[config.mk]
export PLATFORM = sky130hd
export DESIGN_NAME = csf_combgen
export DESIGN_NICKNAME = d
export VERILOG_FILES = /design/src/hdl/csf_pkg.sv /design/src/hdl/csf_combgen.sv
export SDC_FILE = /design/constraint.sdc
export NUM_CORES = 1
export LEC_CHECK = 0
export BUFFER_PORTS_ARGS = -buffer_cell sky130_fd_sc_hd__buf_2
export CORE_MARGIN = 4
export CORE_UTILIZATION = 49
export DETAILED_ROUTE_END_ITERATION = 6
export HOLD_SLACK_MARGIN = 0.15
export PLACE_DENSITY = 0.67
export SYNTH_ARGS = -nofsm -noshare
export SYNTH_HDL_FRONTEND = slang
export SYNTH_SLANG_ARGS = --single-unit
[constraint.sdc]
create_clock -name clk -period 8.3 [get_ports clk]
set_clock_uncertainty 0.1 [all_clocks]
set_input_delay 0 -clock clk [delete_from_list [all_inputs] [get_ports clk]]
set_output_delay 0 -clock clk [all_outputs]
set_load 0.01 [all_outputs]
[src/hdl/csf_pkg.sv]
// Shared types and constants of the combination set filter.
`default_nettype none
package csf_pkg;

  localparam int MAX_ITEMS   = 16;
  localparam int MAX_SET_DEF = 1024;
  localparam int MASK_W      = 16;
  localparam int POS_W       = 5;
  localparam int CNT_FIELD_W = 11;

  localparam logic [1:0] OP_REBUILD = 2'd0;
  localparam logic [1:0] OP_FILTER  = 2'd1;
  localparam logic [1:0] OP_COUNT   = 2'd2;
  localparam logic [1:0] OP_RANK    = 2'd3;

  localparam logic [1:0] STAT_OK   = 2'd0;
  localparam logic [1:0] STAT_RANK = 2'd1;
  localparam logic [1:0] STAT_SET  = 2'd2;

  localparam logic REG_ITEM_COUNT   = 1'b0;
  localparam logic REG_CHOSEN_COUNT = 1'b1;

  typedef struct packed {
    logic              live;
    logic [MASK_W-1:0] mask;
  } cell_t;

  typedef struct packed {
    logic start;
    logic adv;
    logic stop;
  } gen_ctl_t;

endpackage
`default_nettype wire

[src/hdl/csf_combgen.sv]
// Generator that steps through K-of-N masks in lexicographic order.
`default_nettype none
module csf_combgen (
  input  logic                        clk,
  input  logic                        rst_n,
  input  csf_pkg::gen_ctl_t           ctl,
  input  logic [4:0]                  n,
  input  logic [4:0]                  k,
  output logic                        valid,
  output logic [csf_pkg::MASK_W-1:0]  mask
);
  import csf_pkg::*;

  logic [POS_W-1:0] pos_r   [MAX_ITEMS];
  logic [POS_W-1:0] pos_nxt [MAX_ITEMS];
  logic             valid_r, valid_nxt;
  logic [3:0]       sel;
  logic             found;
  logic [5:0]       limit;

  // Mask of the current positions; only the first K positions count.
  always_comb begin
    mask = '0;
    for (int j = 0; j < MAX_ITEMS; j++) begin
      if (5'(j) < k) begin
        mask[pos_r[j][3:0]] = 1'b1;
      end
    end
  end

  // The rightmost position that has not yet reached its ceiling moves up.
  always_comb begin
    found = 1'b0;
    sel   = '0;
    limit = '0;
    for (int i = 0; i < MAX_ITEMS; i++) begin
      limit = 6'(n) - 6'(k) + 6'(i);
      if (5'(i) < k && 6'(pos_r[i]) != limit) begin
        found = 1'b1;
        sel   = 4'(i);
      end
    end
  end

  always_comb begin
    pos_nxt   = pos_r;
    valid_nxt = valid_r;
    if (ctl.start) begin
      for (int j = 0; j < MAX_ITEMS; j++) begin
        pos_nxt[j] = POS_W'(j);
      end
      valid_nxt = (k <= n) && (n <= 5'(MAX_ITEMS));
    end else if (ctl.stop) begin
      valid_nxt = 1'b0;
    end else if (ctl.adv) begin
      if (found) begin
        for (int j = 0; j < MAX_ITEMS; j++) begin
          if (4'(j) >= sel) begin
            pos_nxt[j] = pos_r[sel] + POS_W'(j) - POS_W'(sel) + POS_W'(1);
          end
        end
      end else begin
        valid_nxt = 1'b0;
      end
    end
  end

  always_ff @(posedge clk) begin
    if (!rst_n) begin
      valid_r <= 1'b0;
    end else begin
      valid_r <= valid_nxt;
    end
  end

  always_ff @(posedge clk) begin
    pos_r <= pos_nxt;
  end

  assign valid = valid_r;
endmodule
`default_nettype wire

==> results.cfg <==
[outcome]
outcome = finished, violations left
violations = DRC

[floorplan]
io_pins = 32
core-area_um2 = 20200
initial_core_util = 0.497
die_h_um = 151
dieArea_um2 = 22900
die_w_um = 151
row_count = 52

[worst_setup_path]
worstPathBufferInverterCount = 6
critPathMaxStageDelay_ns = 0.69
required_ns = 8.39
worst_setup_path_end_kind = flop
worst_path_most_repeated_cell = a21oi_1
critPathSlowestCell = a21oi_2
critPathLaunch = k[2]
cp_max_fo = 16
path_class = input pin to flop
start_kind = input pin
critPathTopFamily = compound AO/OA/AOI/OAI gates
r2r_start = pos_r[26]$_SDFFE_PP1P_
arrival_ns = 7.58

[route]
wl_um = 45900
wl_per_cell_um = 28.8
first_iter_violations = 1576
routed-via-count = 11200
ant_nets = 0
routed_via_density = 7.01
first_pass_iters = 7
drc = 23

[synth]
yosysSeqAreaShare = 0.161
syn-mean-instance-area_um2 = 7.47
yosysMostFrequentCell = nand2_1
ys_seq_elements = 81
syn_area_um2 = 10100
synth_area_leaders = dfxtp_1 16%, xnor2_1 7.0%, ha_1 5.2%
synth-async-reset-ratio = 0
synth_cells = 1345
synth_fp_nets = 1405
netlist-cell-type-count = 84
synthTopCellsByCount = 140 x nand2_1, 102 x nor2_1, 81 x dfxtp_1
synth_warnings = 0
synth_edf_count = 0
yosysTopAreaCell = dfxtp_1
synth_top_area_frac = 0.161
synth_top_flop_cell = dfxtp_1

[cts]
cts_num_sinks = 81
cts_max_path_buffers = 2
post-cts-setup-buffer-count = 0
clk_pin_slew_ns = 0.07
htreeDepth = 3
cts_tree = built
ctsResizeCount = 0
numCtsBuffers = 9
cts_root_buf = clkbuf_16
insertion_delay_ns = 0.34
cts_hold_buf = 2

[placement]
io_buffers = 31
placed_cells = 1574
gp_congestion = 1.08
hpwlAfterDp_um = 36000

[global_routing]
antenna_found_initial = 0
grt_pass1_wl_um = 66700
grt_max_degree = 63
overflow = 0
grt_pass1_vias = 10300
grt_use_total = 0.394

[sta]
worst_pin_slew_ns = 1.10
hold_violations = 0
rsz0062_at_grt = no
finalSetupViolCount = 0
max_freq_mhz = 134
maxSlewHeadroom = 0.260
timing.hold.ws_ns = 0.196
fin_crit_sh = 0.902
fin_setup_tns_ns = 0
slew_violations = 0
fin_crit_ns = 7.49

[final_layout]
nFillCells = 2011
area_growth_pct = 6.53
stdcell_count = 1592
fin_nets = 1377
drive_above_1_share = 0.0900
diodes = 0
fin_util = 0.529

[power]
irDropWorstVdd_uv = 209
p_leak_uw = 0.00406
power_per_cell_area_nw_per_um2 = 167

[min_path]
hold_path.class = input pin to flop
worstHoldStart = ctl[1]

[flow_run]
drv_cap = 0
metrics by stage:
step | setup WS, ns | instance area [µm²] | power (µW)
floorplan | 1.44 | 10100 | 1120
global placement | 0.725 | 10400 | 1360
detailed placement | 0.649 | 10400 | 1350
CTS | 0.960 | 10700 | 1770
global route | 0.242 | 10700 | 1870
finish | 0.810 | 10700 | 1790
layout by cell type, fill, tap and decap left out, types with 22 or more instances in the layout:
cell	instances
xnor2_1	80
mux2i_1	44
nand2_1	140
nand2b_1	33
nor3_1	65
o22ai_1	52
ha_1	42
buf_4	33
dfxtp_1	81
o21ai_0	31
xnor3_1	22
nand3_1	50
inv_1	44
a211oi_1	26
buf_2	31
nor4_1	24
xor2_1	45
nor2_1	102
a21oi_1	71
report_power, final:
part	leakage [µW]	switching, µW	internal (µW)
clock	0.000154	176	240
combinational	0.00325	558	391
sequential	0.000656	26.9	396
total	0.00406	761	1030
state kept, by name, indices dropped and copies added (netlist names):
signal and count:
pos_r 80, valid 1
per-layer routing:
| metal | wire (µm) | global-route usage | vias up | share of wire |
|---|---|---|---|---|
| met1 | 17900 | 0.519 | 5237 | 0.39 |
| li1 | - | - | 4866 | - |
| met5 | 33 | 0 | - | 0.00072 |
| met2 | 19300 | 0.598 | 846 | 0.42 |
| met3 | 6410 | 0.131 | 211 | 0.14 |
| met4 | 2330 | 0.149 | 2 | 0.051 |
final cells by class:
class / instances / area (µm²) / area share
Inverter: 48 / 183 / 0.0171
Tap cell: 270 / 338 / 0.0315
Timing Repair Buffer: 66 / 423 / 0.0395
Multi-Input combinational cell: 1111 / 7830 / 0.731
Clock inverter: 7 / 87.6 / 0.00818
Sequential cell: 81 / 1620 / 0.151
Clock buffer: 9 / 225 / 0.0210
worst paths after layout:
kind                             to  slack, ns  cells past startpoint
min          pos_r[44]$_SDFFE_PP0P_       0.20                      5
max          pos_r[64]$_SDFFE_PP0P_       0.81                     30
max reg2reg  pos_r[64]$_SDFFE_PP0P_       1.84                     22
min reg2reg  pos_r[54]$_SDFFE_PP0P_       0.41                      2
cell families (layout without fill, tap and decap cells):
family	count (synthesis)	after routing	synth area share
buffers and inverters	153	130	0.0600
xor gates and xnor gates	150	150	0.164
AOI/OAI and AO/OA	334	334	0.232
muxes	52	52	0.0572
and+or+nand+nor	530	530	0.267
DFF	81	81	0.161
adders and majority gates	45	45	0.0582
worst min-delay path: stages:
cell and delay [ns]:
buf_2 0.11, nand2b_1 0.18, nor3_4 0.14, nor2_1 0.11, a211oi_1 0.05
Power figures use the tool's default switching activity.
