`src/hdl/csf_pkg.sv`:
```
// Shared types and constants of the combination set filter.
`default_nettype none
package csf_pkg;

  localparam int MAX_ITEMS   = 16;
  localparam int MAX_SET_DEF = 1024;
  localparam int MASK_W      = 16;
  localparam int POS_W       = 5;
  localparam int CNT_FIELD_W = 11;

  localparam logic [1:0] OP_REBUILD = 2'd0;
  localparam logic [1:0] OP_FILTER  = 2'd1;
  localparam logic [1:0] OP_COUNT   = 2'd2;
  localparam logic [1:0] OP_RANK    = 2'd3;

  localparam logic [1:0] STAT_OK   = 2'd0;
  localparam logic [1:0] STAT_RANK = 2'd1;
  localparam logic [1:0] STAT_SET  = 2'd2;

  localparam logic REG_ITEM_COUNT   = 1'b0;
  localparam logic REG_CHOSEN_COUNT = 1'b1;

  typedef struct packed {
    logic              live;
    logic [MASK_W-1:0] mask;
  } cell_t;

  typedef struct packed {
    logic start;
    logic adv;
    logic stop;
  } gen_ctl_t;

endpackage
`default_nettype wire

```
`src/hdl/csf_cell.sv`:
```
// One cell of the circulating combination chain: a mask and its live bit.
`default_nettype none
module csf_cell (
  input  logic          clk,
  input  logic          rst_n,
  input  logic          shift,
  input  csf_pkg::cell_t d,
  output csf_pkg::cell_t q
);
  import csf_pkg::*;

  logic              live_r;
  logic [MASK_W-1:0] mask_r;

  always_ff @(posedge clk) begin
    if (!rst_n) begin
      live_r <= 1'b0;
    end else if (shift) begin
      live_r <= d.live;
    end
  end

  always_ff @(posedge clk) begin
    if (shift) begin
      mask_r <= d.mask;
    end
  end

  assign q = '{live: live_r, mask: mask_r};
endmodule
`default_nettype wire

```
`config.mk`:
```
export PLATFORM = sky130hd
export DESIGN_NAME = csf_cell
export DESIGN_NICKNAME = d
export VERILOG_FILES = /design/src/hdl/csf_pkg.sv /design/src/hdl/csf_cell.sv
export SDC_FILE = /design/constraint.sdc
export NUM_CORES = 1
export LEC_CHECK = 0
export BUFFER_PORTS_ARGS = -buffer_cell sky130_fd_sc_hd__clkbuf_2
export CAP_MARGIN = 20
export CORE_MARGIN = 3
export CORE_UTILIZATION = 32
export CTS_CLUSTER_SIZE = 16
export DETAILED_ROUTE_END_ITERATION = 8
export PLACE_DENSITY = 0.65
export SLEW_MARGIN = 20
export SYNTH_ARGS = -nofsm -noshare
export SYNTH_HDL_FRONTEND = slang
export SYNTH_SLANG_ARGS = --single-unit
```
`constraint.sdc`:
```
create_clock -name clk -period 2.2 [get_ports clk]
set_clock_uncertainty 0.15 [all_clocks]
set_input_delay 0 -clock clk [delete_from_list [all_inputs] [get_ports clk]]
set_output_delay 0 -clock clk [all_outputs]
set_load 0.02 [all_outputs]
```
==> metrics.txt, run 1 <==
Gate power share=16.0%; final hold violation count=0; worst-path cell chain=mux2i_1 -> nor2b_1 -> dlygate4sd3_1; share of cells above drive strength 1=50.6%; Core Area=1420 µm²; All-Layer GR Usage=11.4%; DP Cell Count=70; Setup violations, final=0; maxcap violations=0; Vias/cell=4.11; pin count of the biggest net entering global routing=18; PortBufs=36; worst path arrival time=1.35 ns; full die area=2160 µm²; clock power share=24.3%; Cell Pwr Density=703 nW/µm²; CTS root buf=clkbuf_4; RSZ-0062 raised after global routing=no; Syn Inst Count=20; clk buf depth=2; met3 WL post-DR=98 µm; leading cell type in the layout, fill and taps excluded=clkbuf_2; CTS tree=built; top layer in use=met3; gr ovfl total=0; Finished Cell Area=922 µm²; Die H=46.5 µm; slew at the pin with the worst max-slew slack=0.413 ns; DRT Pass-1 Iters=3; Max VDD drop=0.370 mV; post-synth cell types=5; Switching Fraction=22.8%; post-route clock period utilization=60.5%; WP data required=2.22 ns; Clock Sink Count=17; most frequent cells in the layout=36 x clkbuf_2, 18 x dlygate4sd3_1, 16 x edfxtp_1; Clock transition at path regs=0.09 ns; Skew-Pair Late Insertion Delay=0.27 ns; wire per inst=12.0 µm; worst hold slack=0.0866 ns; Routed Antenna Nets=0; crit end category=flop; post-synth net total=40; pre-CTS setup slack=1.28 ns; Synth warnings=0; sequential area share after synthesis=95.5%; mean post-synth cell area=26.2 µm²; CP Launch Type=flop; critical path class=flop to flop; I/O pins=37; Antenna diodes=0; Slew Limit Fails=0; DP Area=716 µm²; WL met2=599 µm; FMAX=751 MHz; CP max stage delay=0.54 ns; Hold Crit Class=input pin to flop; Initial Util=37.0%; vias in the first global route=410; mapped cell area=524 µm²; CTS H-tree lvls=1; initial antenna violation count=0; Synth-to-Final Area Change=75.9%; first-pass GRT wire length=1.66 mm; Residual DRC=0; number of buffers created by CTS=3; part of the power in registers=59.8%; Pleak=0.414 nW; M1 WL=403 µm; status=finished clean; Crit-path slowest cell=dlygate4sd3_1; fin nets=98; Internal Pwr Total=0.000500 W; Net Sw Power=0.000148 W; routability congestion estimate=0.614; Die Width=46.5 µm; synthesis-stage register bit count=17; Post-Route WL=1.10 mm; Fillers=107; worst rel slew slack=72.5%; Iteration-0 DRC Markers=6; Max FO, Critical Path=2; Setup TNS=0 ns; PnR worst setup slack=0.869 ns; routed via count=378; Cell Rows=13; Cell Count, Final, Fillers Out=92; Tmin final=1.33 ns
-- per-layer routing --
metal  vias up  global-route usage, %
met5         -                      0
met4         0                   3.41
met3         0                   3.52
met2        25                   22.8
met1       163                   10.5
li1        190                      -
-- through the flow --
step / total power [W] / utilization [%]
2_1_floorplan: 0.000432 / -
3_3_place_gp: 0.000473 / 50.6
3_5_place_dp: 0.000474 / 50.6
4_1_cts: 0.000653 / 65.2
5_1_grt: 0.000685 / 65.2
6_report: 0.000648 / 65.2
-- cell families (layout without fill, tap and decap cells) --
group         after synthesis  count (layout)  synth area share (%)
mux                         1               1                  1.91
buf+inv                     1              58                  1.43
simple gates                1               1                  1.19
flops                      17              17                  95.5
-- state kept, by name (all words and copies together) (netlist names) --
register and count:
mask_r 16, live_r 1
-- power by group through the flow --
stage	logic (W)	clock network [W]	registers [W]
2_1_floorplan	0.00000471	0	0.000427
3_3_place_gp	0.0000781	0	0.000395
3_5_place_dp	0.0000785	0	0.000395
4_1_cts	0.000103	0.000162	0.000388
5_1_grt	0.000111	0.000183	0.000390
6_report	0.000103	0.000157	0.000387
-- worst max-delay path, delay by kind of cell, from the launching register on --
family | cells | cell delay [ns]
buffers and inverters | 1 | 0.54
and+or+nand+nor | 1 | 0.06
muxes | 1 | 0.14
DFF | 1 | 0.33
-- cell usage after synthesis (all sizes together) --
library cell	number	share of area [%]
dfxtp	1	3.8
edfxtp	16	92
buf	1	1.4
mux2i	1	1.9
nor2b	1	1.2
-- cell type report --
| cell class | count | area [µm²] | share of cell area [%] |
|---|---|---|---|
| multi-input combinational | 2 | 16.3 | 1.76 |
| tap | 15 | 18.8 | 2.04 |
| clock buffer | 4 | 26.3 | 2.85 |
| timing repair buffer | 54 | 360 | 39.1 |
| sequential | 17 | 500 | 54.3 |
-- final timing paths --
kind | startpoint | endpoint | slack, ns | cells past startpoint
max | live_r | live_r | 0.87 | 3
min | shift | mask_r[8] | 0.09 | 1
max reg2reg | live_r | live_r | 0.87 | 3
min reg2reg | live_r | live_r | 0.96 | 3
-- repair_timing --
action | 4_1_cts | 5_1_grt
gates resized for setup | 0 | 0
buffers inserted | 0 | 0
endpoints found under the hold margin | 17 | 0
hold buffers | 18 | 0
Note: power is estimated with default switching activity, not from simulation.
==> run 2: changes to the inputs <==
PLACE_DENSITY = 0.68   (was 0.65)
clock period = 1.2 ns   (was 2.2 ns; I/O delays follow)
==> metrics.txt, run 2 (synthesis results as in run 1) <==
number of buffers created by CTS=3; Clock Sink Count=17; Cell Count, Final, Fillers Out=92; Setup TNS=0 ns; first-pass GRT wire length=1.61 mm; Routed Antenna Nets=0; Die Width=46.5 µm; Max FO, Critical Path=1; most frequent cells in the layout=36 x clkbuf_2, 18 x dlygate4sd3_1, 16 x edfxtp_1; largest reg by FF count=mask_r; biggest regs=mask_r x16, live_r x1; Clock transition at path regs=0.09 ns; Cell Pwr Density=1280 nW/µm²; post-route clock period utilization=81.1%; Setup violations, final=0; CP top delay family=flip-flops; Slew Limit Fails=0; pin count of the biggest net entering global routing=18; FMAX=1030 MHz; Iteration-0 DRC Markers=8; leading cell type in the layout, fill and taps excluded=clkbuf_2; routed via count=371; Crit-path slowest cell=edfxtp_1; Pleak=0.413 nW; Skew-Pair Late Insertion Delay=0.27 ns; routability congestion estimate=0.614; worst rel slew slack=73.0%; gr ovfl total=0; Tmin final=0.973 ns; Die H=46.5 µm; Synth-to-Final Area Change=75.9%; CTS resizes=0; CTS H-tree lvls=1; DP Cell Count=70; worst-path cell chain=clkbuf_2; worst path bufs/invs=1; I/O pins=37; CTS tree=built; Initial Util=37.0%; final hold violation count=0; DRT Pass-1 Iters=2; critical path class=flop to primary output; CTS root buf=clkbuf_4; initial antenna violation count=0; Antenna diodes=0; wire per inst=11.1 µm; crit end category=primary output; status=finished clean; Core Area=1420 µm²; postcts setup bufs=0; All-Layer GR Usage=11.1%; clk buf depth=2; max reg flops=16; fin nets=98; worst path arrival time=0.82 ns; WP data required=1.05 ns; Cell Rows=13; Hold Crit Class=input pin to flop; Vias/cell=4.03; Max VDD drop=0.793 mV; PortBufs=36; Post-Route WL=1.02 mm; Finished Cell Area=922 µm²; maxcap violations=0; CP Launch Type=flop; share of cells above drive strength 1=50.6%; RSZ-0062 raised after global routing=no; Residual DRC=0; DP Area=716 µm²; CP max stage delay=0.38 ns; slew at the pin with the worst max-slew slack=0.404 ns; full die area=2160 µm²; vias in the first global route=408
-- run 2: cell counts in the layout (fill, tap and decap cells not counted) --
Identical to the previous run, type by type.
-- run 2: area by class of cell --
class,count,area [µm²]
Fill cell,107,493
Multi-Input combinational cell,2,16.3
Tap cell,15,18.8
Sequential cell,17,500
Timing Repair Buffer,54,360
Clock buffer,4,26.3
-- run 2: metrics by stage --
| stage | power (W) | worst slack, ns | hold WS [ns] | util [%] |
|---|---|---|---|---|
| final | 0.00118 | 0.227 | 0.0833 | 65.2 |
| after global routing | 0.00125 | 0.179 | 0.0933 | 65.2 |
| after CTS | 0.00120 | 0.207 | 0.0918 | 65.2 |
| after detailed placement | 0.000869 | 0.281 | 0.0286 | 50.6 |
| after global placement | 0.000866 | 0.311 | 0.0274 | 50.6 |
| after floorplan | 0.000791 | 0.492 | -0.0511 | - |
-- run 2: where the power goes --
part	switching [W]	leakage, nW	internal, W
clock network	0.000154	0.0150	0.000129
logic	0.0000989	0.233	0.0000899
registers	0.0000110	0.165	0.000698
-- run 2: repair_timing --
action | in CTS | in global routing
hold endpoints to repair | 17 | 0
hold buffers | 18 | 0
setup endpoints to repair | 0 | 0
-- run 2: metal layers --
metal,up-vias,global-route usage [%],share of wire (%)
met5,-,0,0
met4,0,3.41,0
met3,0,6.64,11
met2,23,19.8,55
met1,158,10.4,33
li1,190,-,-
-- run 2: path summary, 6_finish.rpt --
path | start | slack, ns | cells past startpoint | end
worst max-delay path | mask_r[11] | 0.23 | 1 | q[11]
worst min-delay path | shift | 0.08 | 1 | mask_r[11]
worst max register to register | live_r | 0.45 | 2 | live_r
worst min register to register | live_r | 0.38 | 2 | live_r
-- run 2: worst reg2reg max path, cell delays in order (launching register included) --
cell and delay, ns:
dfxtp_1 0.32, mux2i_1 0.12, nor2b_1 0.06
